### src/hw/rtl/sbsh_pkg.sv
// sbsh_pkg: shared types, constants and state encodings for the sha-1 byte stream hasher
// no dependencies; imported by every module of the block
`timescale 1ns / 1ps
`default_nettype none

package sbsh_pkg;

    // one input transaction
    typedef struct packed {
        logic [7:0] data_byte;
        logic       byte_valid;
        logic       end_of_message;
    } t_in_item;

    // one result transaction
    typedef struct packed {
        logic [31:0] digest_word0;
        logic [31:0] digest_word1;
        logic [31:0] digest_word2;
        logic [31:0] digest_word3;
        logic [31:0] digest_word4;
    } t_out_item;

    // classified command held in the queue
    typedef struct packed {
        logic [7:0] data;
        logic       has_byte;
        logic       is_end;
    } t_cmd;

    // block hand-off request from the assembler to the compressor
    typedef struct packed {
        logic valid;
        logic last;
    } t_blk_req;

    // block assembler sequencer
    typedef enum logic [1:0] {
        A_IDLE,
        A_MARK,
        A_ZERO,
        A_LEN
    } t_asm_state;

    // compressor sequencer
    typedef enum logic [1:0] {
        C_IDLE,
        C_ROUND,
        C_ADD
    } t_core_state;

    localparam int BLOCK_BITS = 512;

    // initial chaining words
    localparam logic [31:0] H_INIT0 = 32'h67452301;
    localparam logic [31:0] H_INIT1 = 32'hEFCDAB89;
    localparam logic [31:0] H_INIT2 = 32'h98BADCFE;
    localparam logic [31:0] H_INIT3 = 32'h10325476;
    localparam logic [31:0] H_INIT4 = 32'hC3D2E1F0;

    // round constants
    localparam logic [31:0] K_ROUND0 = 32'h5A827999;
    localparam logic [31:0] K_ROUND1 = 32'h6ED9EBA1;
    localparam logic [31:0] K_ROUND2 = 32'h8F1BBCDC;
    localparam logic [31:0] K_ROUND3 = 32'hCA62C1D6;

    // round counter marks
    localparam logic [6:0] ROUND_Q1   = 7'd20;
    localparam logic [6:0] ROUND_Q2   = 7'd40;
    localparam logic [6:0] ROUND_Q3   = 7'd60;
    localparam logic [6:0] ROUND_LAST = 7'd79;

    // padding
    localparam logic [7:0] PAD_MARK     = 8'h80;
    localparam logic [7:0] PAD_ZERO     = 8'h00;
    localparam logic [6:0] PAD_LEN_POS  = 7'd56;
    localparam logic [2:0] LEN_BYTE_TOP = 3'd7;

endpackage

`default_nettype wire

### src/hw/rtl/sha1_byte_stream_hasher.sv
// sha1_byte_stream_hasher: top level of the sha-1 byte stream hasher
// depends on sbsh_pkg, sbsh_front, sbsh_fifo, sbsh_block and sbsh_core
`timescale 1ns / 1ps
`default_nettype none

// Hashes a byte stream with standard SHA-1, one optional byte per input
// transaction; a transaction with end_of_message closes the message (after
// its byte, if any) and one result transaction later carries the five digest
// words. The hasher then starts the next message. The input stage and a short
// command queue keep taking transactions while the back end works, until the
// queue fills. The block assembler absorbs one byte per cycle into a 64-byte
// block while the block is not full and waiting for the compressor; the
// compressor runs one round per cycle, 80 rounds plus an add step per block,
// and overlaps with filling the next block, so long messages run at a rate
// set by the compressor's round loop. Closing a message makes the padding
// sequencer write the pad bytes (9 to 72 of them), with an extra step to
// switch to the length bytes, plus one or two compressions; the digest waits
// in an output register until taken, and only a second digest stalls behind it.
module sha1_byte_stream_hasher #(
    parameter int QUEUE_DEPTH = 4
) (
    input  wire logic                 i_clk,
    input  wire logic                 i_rst_n,
    input  wire logic                 i_in_valid,
    output logic                      o_in_ready,
    input  wire sbsh_pkg::t_in_item   i_in_item,
    output logic                      o_out_valid,
    input  wire logic                 i_out_ready,
    output sbsh_pkg::t_out_item       o_out_item
);
    import sbsh_pkg::*;

    logic                  push, full, pop, cmd_valid, core_ready;
    t_cmd                  front_cmd, queue_cmd;
    t_blk_req              blk_req;
    logic [BLOCK_BITS-1:0] block;

    // input stage
    sbsh_front u_front (
        .i_clk      (i_clk),
        .i_rst_n    (i_rst_n),
        .i_in_valid (i_in_valid),
        .o_in_ready (o_in_ready),
        .i_in_item  (i_in_item),
        .o_push     (push),
        .o_cmd      (front_cmd),
        .i_full     (full)
    );

    // command queue
    sbsh_fifo #(
        .DEPTH (QUEUE_DEPTH)
    ) u_fifo (
        .i_clk   (i_clk),
        .i_rst_n (i_rst_n),
        .i_push  (push),
        .i_cmd   (front_cmd),
        .o_full  (full),
        .i_pop   (pop),
        .o_valid (cmd_valid),
        .o_cmd   (queue_cmd)
    );

    // block assembly and padding
    sbsh_block u_block (
        .i_clk        (i_clk),
        .i_rst_n      (i_rst_n),
        .i_cmd_valid  (cmd_valid),
        .i_cmd        (queue_cmd),
        .o_pop        (pop),
        .o_req        (blk_req),
        .o_block      (block),
        .i_core_ready (core_ready)
    );

    // compression and digest output
    sbsh_core u_core (
        .i_clk       (i_clk),
        .i_rst_n     (i_rst_n),
        .i_req       (blk_req),
        .i_block     (block),
        .o_ready     (core_ready),
        .o_out_valid (o_out_valid),
        .i_out_ready (i_out_ready),
        .o_out_item  (o_out_item)
    );

endmodule

`default_nettype wire

### src/hw/rtl/sbsh_front.sv
// sbsh_front: input stage that accepts transactions and classifies them into commands
// depends on sbsh_pkg; feeds sbsh_fifo
`timescale 1ns / 1ps
`default_nettype none

module sbsh_front (
    input  wire logic             i_clk,
    input  wire logic             i_rst_n,
    input  wire logic             i_in_valid,
    output logic                  o_in_ready,
    input  wire sbsh_pkg::t_in_item i_in_item,
    output logic                  o_push,
    output sbsh_pkg::t_cmd        o_cmd,
    input  wire logic             i_full
);
    import sbsh_pkg::*;

    logic  r_valid, n_valid;
    t_cmd  r_cmd, n_cmd;
    logic  accept;
    logic  useful;

    // transactions with neither flag change nothing and are dropped here
    always_comb begin
        o_in_ready = !r_valid || !i_full;
        o_push     = r_valid && !i_full;
        o_cmd      = r_cmd;
        accept     = i_in_valid && o_in_ready;
        useful     = i_in_item.byte_valid || i_in_item.end_of_message;
        n_valid    = (r_valid && !o_push) || (accept && useful);
        n_cmd      = r_cmd;
        if (accept) begin
            n_cmd.data     = i_in_item.data_byte;
            n_cmd.has_byte = i_in_item.byte_valid;
            n_cmd.is_end   = i_in_item.end_of_message;
        end
    end

    // command register
    always_ff @(posedge i_clk) begin
        if (!i_rst_n) begin
            r_valid <= 1'b0;
        end else begin
            r_valid <= n_valid;
        end
        r_cmd <= n_cmd;
    end

endmodule

`default_nettype wire

### src/hw/rtl/sbsh_fifo.sv
// sbsh_fifo: short command queue between the input stage and the block assembler
// depends on sbsh_pkg for the command type
`timescale 1ns / 1ps
`default_nettype none

module sbsh_fifo #(
    parameter int DEPTH = 4
) (
    input  wire logic           i_clk,
    input  wire logic           i_rst_n,
    input  wire logic           i_push,
    input  wire sbsh_pkg::t_cmd i_cmd,
    output logic                o_full,
    input  wire logic           i_pop,
    output logic                o_valid,
    output sbsh_pkg::t_cmd      o_cmd
);
    import sbsh_pkg::*;

    localparam int PW = (DEPTH > 1) ? $clog2(DEPTH) : 1;
    localparam int CW = $clog2(DEPTH + 1);
    localparam logic [PW-1:0] PTR_LAST = PW'(DEPTH - 1);
    localparam logic [CW-1:0] CNT_FULL = CW'(DEPTH);

    t_cmd          r_mem [DEPTH];
    logic [PW-1:0] r_wr_ptr, r_rd_ptr;
    logic [CW-1:0] r_count;
    logic          do_push, do_pop;

    always_comb begin
        o_full  = (r_count == CNT_FULL);
        o_valid = (r_count != '0);
        o_cmd   = r_mem[r_rd_ptr];
        do_push = i_push && !o_full;
        do_pop  = i_pop && o_valid;
    end

    // pointers and occupancy
    always_ff @(posedge i_clk) begin
        if (!i_rst_n) begin
            r_wr_ptr <= '0;
            r_rd_ptr <= '0;
            r_count  <= '0;
        end else begin
            if (do_push) begin
                r_wr_ptr <= (r_wr_ptr == PTR_LAST) ? '0 : r_wr_ptr + 1'b1;
            end
            if (do_pop) begin
                r_rd_ptr <= (r_rd_ptr == PTR_LAST) ? '0 : r_rd_ptr + 1'b1;
            end
            if (do_push && !do_pop) begin
                r_count <= r_count + 1'b1;
            end else if (do_pop && !do_push) begin
                r_count <= r_count - 1'b1;
            end
        end
    end

    // storage
    always_ff @(posedge i_clk) begin
        if (do_push) begin
            r_mem[r_wr_ptr] <= i_cmd;
        end
    end

endmodule

`default_nettype wire

### src/hw/rtl/sbsh_block.sv
// sbsh_block: block assembler, byte counting and padding sequencer
// depends on sbsh_pkg; takes commands from sbsh_fifo, hands full blocks to sbsh_core
`timescale 1ns / 1ps
`default_nettype none

module sbsh_block (
    input  wire logic                 i_clk,
    input  wire logic                 i_rst_n,
    input  wire logic                 i_cmd_valid,
    input  wire sbsh_pkg::t_cmd       i_cmd,
    output logic                      o_pop,
    output sbsh_pkg::t_blk_req        o_req,
    output logic [sbsh_pkg::BLOCK_BITS-1:0] o_block,
    input  wire logic                 i_core_ready
);
    import sbsh_pkg::*;

    t_asm_state            r_state, n_state;
    logic [BLOCK_BITS-1:0] r_buf, n_buf;
    logic [6:0]            r_fill, n_fill;
    logic [63:0]           r_bytes, n_bytes;
    logic [63:0]           r_bits, n_bits;
    logic [2:0]            r_len_cnt, n_len_cnt;
    logic                  r_last, n_last;
    logic                  absorb;
    logic [7:0]            abyte;
    logic                  handoff;
    logic [63:0]           bytes_inc;

    // sequencer: message bytes, then marker, zeros and bit length
    always_comb begin
        n_state   = r_state;
        n_buf     = r_buf;
        n_fill    = r_fill;
        n_bytes   = r_bytes;
        n_bits    = r_bits;
        n_len_cnt = r_len_cnt;
        n_last    = r_last;
        absorb    = 1'b0;
        abyte     = PAD_ZERO;
        o_pop     = 1'b0;
        bytes_inc = r_bytes + 64'(i_cmd.has_byte);

        // full block goes to the compressor once it is free
        handoff     = r_fill[6] && i_core_ready;
        o_req.valid = handoff;
        o_req.last  = r_last;
        o_block     = r_buf;
        if (handoff) begin
            n_fill = '0;
            n_last = 1'b0;
        end

        unique case (r_state)
            A_IDLE: begin
                if (i_cmd_valid && !r_fill[6]) begin
                    o_pop = 1'b1;
                    if (i_cmd.has_byte) begin
                        absorb = 1'b1;
                        abyte  = i_cmd.data;
                    end
                    if (i_cmd.is_end) begin
                        n_bits  = {bytes_inc[60:0], 3'b000};
                        n_bytes = '0;
                        n_state = A_MARK;
                    end else begin
                        n_bytes = bytes_inc;
                    end
                end
            end
            A_MARK: begin
                if (!r_fill[6]) begin
                    absorb  = 1'b1;
                    abyte   = PAD_MARK;
                    n_state = A_ZERO;
                end
            end
            A_ZERO: begin
                if (!r_fill[6]) begin
                    if (r_fill == PAD_LEN_POS) begin
                        n_len_cnt = LEN_BYTE_TOP;
                        n_state   = A_LEN;
                    end else begin
                        absorb = 1'b1;
                    end
                end
            end
            A_LEN: begin
                if (!r_fill[6]) begin
                    absorb = 1'b1;
                    abyte  = r_bits[63:56];
                    n_bits = {r_bits[55:0], 8'h00};
                    if (r_len_cnt == '0) begin
                        n_last  = 1'b1;
                        n_state = A_IDLE;
                    end else begin
                        n_len_cnt = r_len_cnt - 1'b1;
                    end
                end
            end
            default: n_state = A_IDLE;
        endcase

        // shift one byte into the block
        if (absorb) begin
            n_buf  = {r_buf[BLOCK_BITS-9:0], abyte};
            n_fill = r_fill + 1'b1;
        end
    end

    // state registers
    always_ff @(posedge i_clk) begin
        if (!i_rst_n) begin
            r_state   <= A_IDLE;
            r_fill    <= '0;
            r_bytes   <= '0;
            r_len_cnt <= '0;
            r_last    <= 1'b0;
        end else begin
            r_state   <= n_state;
            r_fill    <= n_fill;
            r_bytes   <= n_bytes;
            r_len_cnt <= n_len_cnt;
            r_last    <= n_last;
        end
        r_buf  <= n_buf;
        r_bits <= n_bits;
    end

endmodule

`default_nettype wire

### src/hw/rtl/sbsh_core.sv
// sbsh_core: 80-round compression, chaining words and digest output register
// depends on sbsh_pkg; takes blocks from sbsh_block
`timescale 1ns / 1ps
`default_nettype none

module sbsh_core (
    input  wire logic                       i_clk,
    input  wire logic                       i_rst_n,
    input  wire sbsh_pkg::t_blk_req         i_req,
    input  wire logic [sbsh_pkg::BLOCK_BITS-1:0] i_block,
    output logic                            o_ready,
    output logic                            o_out_valid,
    input  wire logic                       i_out_ready,
    output sbsh_pkg::t_out_item             o_out_item
);
    import sbsh_pkg::*;

    t_core_state r_state, n_state;
    logic [6:0]  r_round, n_round;
    logic        r_last, n_last;
    logic [31:0] r_h [5];
    logic [31:0] n_h [5];
    logic [31:0] r_v [5];
    logic [31:0] n_v [5];
    logic [31:0] r_w [16];
    logic [31:0] n_w [16];
    logic        r_out_valid, n_out_valid;
    t_out_item   r_out, n_out;
    logic [31:0] f_val, k_val, tmp, w_new, w_mix;
    logic [31:0] sum [5];

    assign o_ready     = (r_state == C_IDLE);
    assign o_out_valid = r_out_valid;
    assign o_out_item  = r_out;

    // round function and schedule expansion
    always_comb begin
        if (r_round < ROUND_Q1) begin
            f_val = (r_v[1] & r_v[2]) | (~r_v[1] & r_v[3]);
            k_val = K_ROUND0;
        end else if (r_round < ROUND_Q2) begin
            f_val = r_v[1] ^ r_v[2] ^ r_v[3];
            k_val = K_ROUND1;
        end else if (r_round < ROUND_Q3) begin
            f_val = (r_v[1] & r_v[2]) | (r_v[1] & r_v[3]) | (r_v[2] & r_v[3]);
            k_val = K_ROUND2;
        end else begin
            f_val = r_v[1] ^ r_v[2] ^ r_v[3];
            k_val = K_ROUND3;
        end
        tmp   = {r_v[0][26:0], r_v[0][31:27]} + f_val + r_v[4] + k_val + r_w[0];
        w_mix = r_w[13] ^ r_w[8] ^ r_w[2] ^ r_w[0];
        w_new = {w_mix[30:0], w_mix[31]};
        for (int i = 0; i < 5; i++) begin
            sum[i] = r_h[i] + r_v[i];
        end
    end

    // sequencer
    always_comb begin
        n_state     = r_state;
        n_round     = r_round;
        n_last      = r_last;
        n_h         = r_h;
        n_v         = r_v;
        n_w         = r_w;
        n_out_valid = r_out_valid;
        n_out       = r_out;

        if (r_out_valid && i_out_ready) begin
            n_out_valid = 1'b0;
        end

        unique case (r_state)
            C_IDLE: begin
                if (i_req.valid) begin
                    for (int i = 0; i < 16; i++) begin
                        n_w[i] = i_block[BLOCK_BITS-1-32*i -: 32];
                    end
                    n_v     = r_h;
                    n_last  = i_req.last;
                    n_round = '0;
                    n_state = C_ROUND;
                end
            end
            C_ROUND: begin
                n_v[0] = tmp;
                n_v[1] = r_v[0];
                n_v[2] = {r_v[1][1:0], r_v[1][31:2]};
                n_v[3] = r_v[2];
                n_v[4] = r_v[3];
                for (int i = 0; i < 15; i++) begin
                    n_w[i] = r_w[i+1];
                end
                n_w[15] = w_new;
                n_round = r_round + 1'b1;
                if (r_round == ROUND_LAST) begin
                    n_state = C_ADD;
                end
            end
            C_ADD: begin
                if (!r_last) begin
                    n_h     = sum;
                    n_state = C_IDLE;
                end else if (!r_out_valid || i_out_ready) begin
                    // final block: publish digest and restart the chain
                    n_out.digest_word0 = sum[0];
                    n_out.digest_word1 = sum[1];
                    n_out.digest_word2 = sum[2];
                    n_out.digest_word3 = sum[3];
                    n_out.digest_word4 = sum[4];
                    n_out_valid        = 1'b1;
                    n_h[0]             = H_INIT0;
                    n_h[1]             = H_INIT1;
                    n_h[2]             = H_INIT2;
                    n_h[3]             = H_INIT3;
                    n_h[4]             = H_INIT4;
                    n_state            = C_IDLE;
                end
            end
            default: n_state = C_IDLE;
        endcase
    end

    // state registers
    always_ff @(posedge i_clk) begin
        if (!i_rst_n) begin
            r_state     <= C_IDLE;
            r_round     <= '0;
            r_last      <= 1'b0;
            r_out_valid <= 1'b0;
            r_h[0]      <= H_INIT0;
            r_h[1]      <= H_INIT1;
            r_h[2]      <= H_INIT2;
            r_h[3]      <= H_INIT3;
            r_h[4]      <= H_INIT4;
        end else begin
            r_state     <= n_state;
            r_round     <= n_round;
            r_last      <= n_last;
            r_out_valid <= n_out_valid;
            r_h         <= n_h;
        end
        r_v   <= n_v;
        r_w   <= n_w;
        r_out <= n_out;
    end

endmodule

`default_nettype wire
### config.mk
export PLATFORM = sky130hd
export DESIGN_NAME = sha1_byte_stream_hasher
export DESIGN_NICKNAME = d
export VERILOG_FILES = /design/src/hw/rtl/sbsh_pkg.sv /design/src/hw/rtl/sha1_byte_stream_hasher.sv /design/src/hw/rtl/sbsh_front.sv /design/src/hw/rtl/sbsh_fifo.sv /design/src/hw/rtl/sbsh_block.sv /design/src/hw/rtl/sbsh_core.sv
export SDC_FILE = /design/constraint.sdc
export NUM_CORES = 2
export LEC_CHECK = 0
export ABC_AREA = 1
export BUFFER_PORTS_ARGS = -buffer_cell sky130_fd_sc_hd__buf_2
export CORE_MARGIN = 4
export CORE_UTILIZATION = 60
export DETAILED_ROUTE_END_ITERATION = 12
export MAX_ROUTING_LAYER = met4
export PLACE_DENSITY = 0.77
export SYNTH_ARGS = -nofsm -noshare
export SYNTH_HDL_FRONTEND = slang
export SYNTH_SLANG_ARGS = --single-unit
### constraint.sdc
create_clock -name i_clk -period 16.55 [get_ports i_clk]
set_clock_uncertainty 0.2 [all_clocks]
set_input_delay 3.31 -clock i_clk [delete_from_list [all_inputs] [get_ports i_clk]]
set_output_delay 3.31 -clock i_clk [all_outputs]
set_load 0.02 [all_outputs]
# Word level (Yosys, flattened, before mapping)
# Memories as Yosys holds them, arrays and structs flattened. A register that Yosys moved wholly into a read port is not among the register bits.
# Index checks and enable logic that the tools add are counted.
[op_classes]
addsub = 17
order_cmp = 3
eq_ne = 22
n_mux = 67
bitwise_logic = 13
reduce_logical = 41
[ops]
columns = ["op", "n"]
rows = [
  ["case mux 512 bit (2 select lines)", 1],
  ["2-to-1 mux 512 bit", 1],
  ["2-to-1 mux 160 bit", 3],
  ["case mux 160 bit (2 select lines)", 1],
  ["adder 32 bit", 9],
  ["2-to-1 mux 64 bit", 4],
  ["2-to-1 mux 32 bit", 5],
  ["XOR 32 bit", 5],
  ["bitwise AND 32 bit", 4],
  ["case mux 64 bit (2 select lines)", 1],
  ["OR 32 bit", 3],
  ["adder 64 x 1 -> 64 bit", 1],
  ["2-to-1 mux 8 bit", 4],
  ["inverter 32 bit", 1],
  ["2-to-1 mux 31 bit", 1],
  ["2-to-1 mux 2 bit", 15],
  ["case mux 8 bit (3 select lines)", 1],
  ["2-to-1 mux 3 bit", 6],
  ["2-to-1 mux 1 bit", 17],
  ["adder 7 x 1 -> 7 bit (second input constant)", 2],
  ["less-than comparator 7 x 6 -> 1 bit (second input constant)", 2],
  ["2-to-1 mux 7 bit", 2],
  ["inequality test 2 bit (second input constant)", 7],
  ["case mux 7 bit (2 select lines)", 1],
  ["other kinds (28)", 66],
]
[word_totals]
regBits = 1674
mem_bits_rw = 40
out_inout_bits = 162
word_cells = 213
memories = 1
[memory_table]
columns = ["memory", "depth", "word_bits", "read_ports", "rd_clocked_by_memory_dff", "wr", "line_no", "source"]
rows = [
  ["u_fifo.r_mem", 4, 10, 1, 1, 1, "sbsh_fifo.sv:25", "t_cmd r_mem [DEPTH];"],
]

# Depth between registers and ports, before layout
[depth]
word_depth = 11
depth_mapped = 27
depth_no_buf = 26

# Hierarchy
# Synthesis repeated with hierarchy kept, for this count alone.
[unflattened]
hier_cells = 8449
area_unflattened_um2 = 81983.6
[modules_own_cells]
columns = ["mod", "instances", "cells_per_inst", "area_per_inst_um2", "seq_area_each_um2"]
rows = [
  ["sbsh_core", 1, 6704, 56724.4, 28407.2],
  ["sbsh_block", 1, 1559, 22900.7, 18687.9],
  ["sbsh_fifo", 1, 168, 2000.7, 1381.3],
  ["sbsh_front", 1, 18, 357.8, 320.3],
]

# Worst setup path after synthesis
# No wires, ideal clock.
[synth_path]
path_type = "register to register"
start = "register u_block.r_fill[6]"
end = "register u_core.r_v[0] (netlist bit) (enable)"
setup_ps = 1014
t_arrival_ps = 13754
setup_slack_ps = 1582
stages_incl_launch_ff = 5
synth_period_minus_slack_ps = 14968
cell_sequence = "dfxtp_1 > inv_2 > nor3_2 > nor2_1 > inv_1"
[synth_between]
elab_chain_len = 3
[synth_lines]
columns = ["element", "line_no", "source"]
rows = [
  ["from (decl)", "sbsh_block.sv:20", "logic [6:0] r_fill, n_fill;"],
  ["from (signal assigned)", "sbsh_block.sv:121", "r_fill <= n_fill;"],
  ["logical AND 1 bit", "sbsh_block.sv:45", "handoff = r_fill[6] && i_core_ready;"],
  ["inequality test 2 bit (no line)", "-", ""],
  ["AND reduction 2 bit (no line)", "-", ""],
  ["to (signal assigned)", "sbsh_core.sv:144", "r_v <= n_v;"],
  ["to (decl)", "sbsh_core.sv:23", "logic [31:0] r_v [5];"],
]
# No other way between the ends.
# A chain may end at the register's enable or synchronous reset.

==> results.py <==
metrics = {
    "status": {
        "status": "finished clean",
    },
    "final_layout": {
        "fin_nets": 9192,
        "fillers": 10510,
        "most-common-layout-cells": "nand2_1 (3441), edfxtp_1 (1455), inv_1 (825), a21oi_1 (462), nor2_1 (396)",
        "layout_commonest_cell": "nand2_1",
        "final_cell_area_um2": 90870,
        "final_util": 0.6674,
        "drive_gt1_frac": 0.05896,
        "area.growth.synth_to_final_pct": 9.875,
    },
    "cts": {
        "cts_tree": "yes",
        "worstSkewPairLatency_ns": 0.82,
        "postCtsHoldBufs": 0,
        "clk_path_buf_depth": 3,
        "cts_max_level": 4,
        "numCtsBuffers": 170,
        "cts_setup_buffers": 0,
        "clock-sinks": 1710,
        "clkTransAtPathRegs_ns": 0.06,
        "clock-root-buffer": "clkbuf_16",
        "cts_resized": 0,
    },
    "detailed_routing": {
        "drt-total-wl_um": 235000,
        "vias_per_cell": 5.711,
        "dr.first_iter.drc_count": 6253,
        "wl_per_cell_um": 21.89,
        "firstDrtPassIters": 6,
        "ant_nets": 0,
        "via_count": 61330,
        "drc": 0,
    },
    "logic_synthesis": {
        "ys.flop_type": "edfxtp_1",
        "ys_ff_latch": 1710,
        "synth_nets": 9052,
        "async_reset_ff_frac": 0,
        "syn-cell-area_um2": 82700,
        "ys_types": 54,
        "synth_edf_count": 1455,
        "seq_area_frac_synth": 0.5900,
        "avgSynthCellArea_um2": 9.533,
        "syn_inst": 8675,
        "yosys_warnings": 0,
    },
    "critical_path": {
        "timing.rr.start": "u_core.r_round[5]",
        "crit_path_start_kind": "flip-flop",
        "crit_path_end_kind": "flip-flop",
        "r2r_slack_ns": 10.01,
        "crit_top_cell": "nand2_1",
        "cp.arrival_ns": 6.89,
        "rr_endpoint": "u_core.r_v[153]",
        "path_max_fanout": 36,
        "ff2ff_path_depth": 25,
        "cp_slowest_stage_delay_ns": 0.88,
        "worst_ep_required_time_ns": 16.90,
        "crit_slowest_cell": "nand2_1",
        "path_class": "reg2reg",
    },
    "timing": {
        "fin_crit_sh": 0.3951,
        "period_needed_ns": 6.539,
        "final_max_slew_viol_count": 0,
        "fin_ws_ns": 10.01,
        "hold_ws_ns": 0.2352,
        "setup_viol": 0,
        "rsz0062_at_grt": "false",
        "worstMarginPinSlew_ns": 1.122,
        "maxSlewHeadroom": 0.2520,
        "tns_ns": 0,
        "fmax_ghz": 0.1529,
        "finalHoldViolCount": 0,
    },
    "place": {
        "place_area_um2": 85190,
        "dp_hpwl_um": 167900,
        "place_congestion": 1.024,
        "place_ws_ns": 10.05,
        "portBuffers": 175,
    },
    "worst_hold_path": {
        "hold_end": "u_block.o_block[286]",
        "min_path_cells": 0,
        "hp-start": "u_block.o_block[278]",
        "min_path_type": "reg2reg",
    },
    "flow_run": {
        "max_cap_viol_count": 0,
    },
    "floorplan": {
        "core_um2": 136100,
        "initial_core_util": 0.6075,
        "die_x_um": 379.3,
        "die_h_um": 379.3,
        "dieArea_um2": 143800,
        "core.rowCount": 135,
        "boundaryPins": 176,
    },
    "pwr": {
        "leakage_nw": 37.61,
        "seq_power_share": 0.553,
        "p_int_mw": 8.706,
        "p_sw_frac": 0.2726,
        "comb_power_share": 0.121,
        "pwr_density_cell_nw_per_um2": 131.7,
        "ir_drop_v": 0.0003126,
        "p_clk_frac": 0.327,
        "p_switching_mw": 3.263,
    },
    "grt": {
        "track_usage": 0.3357,
        "grt_pass1_wl_um": 354400,
        "antenna_found_initial": 7,
        "grt_max_degree": 225,
        "grt_pass1_vias": 58880,
        "grt_overflow_total": 0,
    },
}
## power groups by stage
stage	Combinational [mW]	Clock, mW	Sequential, mW
floorplan	1.01	0	6.82
global placement	1.37	0	6.64
detailed placement	1.43	0	6.69
CTS	1.45	3.96	6.63
global route	1.63	4.14	6.72
finish	1.44	3.91	6.62
## worst max path at each step
stage,end,cells past startpoint,start,slack [ns]
final,u_core.r_v[153],25,u_core.r_round[5],10.01
after global routing,u_core.r_v[158],25,u_core.r_round[5],9.38
after CTS,u_core.r_v[158],24,u_core.r_round[5],10.05
after detailed placement,u_core.r_v[158],24,u_core.r_round[5],10.05
after global placement,u_core.r_v[159],24,u_core.r_round[5],10.16
after floorplan,u_core.r_v[0],4,u_block.r_fill[6],1.58
## cell usage after synthesis (all sizes together), types with 12 or more instances
master,count,share of area
a21oi,464,0.028
and2,89,0.0067
buf,116,0.0067
clkbuf,131,0.0059
dfxtp,255,0.062
edfxtp,1455,0.53
fa,125,0.030
ha,238,0.036
inv,840,0.038
nand2,3447,0.16
nand3,385,0.024
nand3b,21,0.0019
nand4,70,0.0053
nor2,411,0.020
nor3,95,0.0060
nor4,12,0.00091
o21ai,192,0.012
o21bai,38,0.0034
o221ai,17,0.0018
o22ai,30,0.0023
or2,13,0.00098
xnor2,84,0.0089
xor2,96,0.010
## registers in the layout, summed over array words and instances (netlist names), named ones only
| register | count |
|---|---|
| u_front.o_cmd | 10 |
| u_fifo.r_count | 3 |
| u_block.r_fill | 7 |
| u_core.r_state | 2 |
| u_block.o_block | 512 |
| u_core.r_round | 7 |
| u_core.o_out_item | 160 |
| u_block.r_len_cnt | 3 |
| u_fifo.r_wr_ptr | 2 |
| u_core.o_out_valid | 1 |
| u_block.r_bytes | 61 |
| u_core.r_w | 512 |
| u_front.r_valid | 1 |
| u_core.r_last | 1 |
| u_fifo.r_rd_ptr | 2 |
| u_block.r_last | 1 |
| u_core.r_h | 160 |
| u_core.r_v | 160 |
| u_fifo.r_mem | 40 |
| u_block.r_bits | 61 |
| u_block.r_state | 2 |
## layer usage
metal | vias to the layer above | GRT usage | routed length (um)
li1 | 28800 | - | -
met1 | 29510 | 0.4615 | 98730
met2 | 2571 | 0.5155 | 108300
met3 | 449 | 0.05087 | 18490
met4 | 0 | 0.1191 | 9504
met5 | - | - | 0
## per-stage QoR
step                cells  total power, mW
CTS                 10740            12.03
detailed placement  10420            8.119
finish              10740            11.97
global placement    10420            8.014
global route        10740            12.49
floorplan            8675            7.831
## logic make-up after synthesis
group / synth area share
AOI/OAI and AO/OA: 0.05089
xor gates and xnor gates: 0.01915
adders and majority gates: 0.06627
buffers and inverters: 0.05093
DFF: 0.5900
and+or+nand+nor: 0.2227
## cell type report
type                            count  area, um2  area share
Timing Repair Buffer              215       1239     0.01363
Tap cell                         1781       2228     0.02452
Clock inverter                     96       1101     0.01212
Multi-Input combinational cell   5876      29740      0.3273
Sequential cell                  1710      48800      0.5370
Inverter                          842       3187     0.03507
Antenna cell                        2      5.005  0.00005508
Clock buffer                      216       4571     0.05030
## critical path, delay by kind of cell, from the launching register on
kind	cells	cell delay [ns]
flip-flops	1	0.41
AO/OA/AOI/OAI	2	0.27
buffers and inverters	5	0.73
AND/OR/NAND/NOR	13	2.77
adder cells (fa/ha/maj)	5	1.92
(Power assumes the default switching activity.)
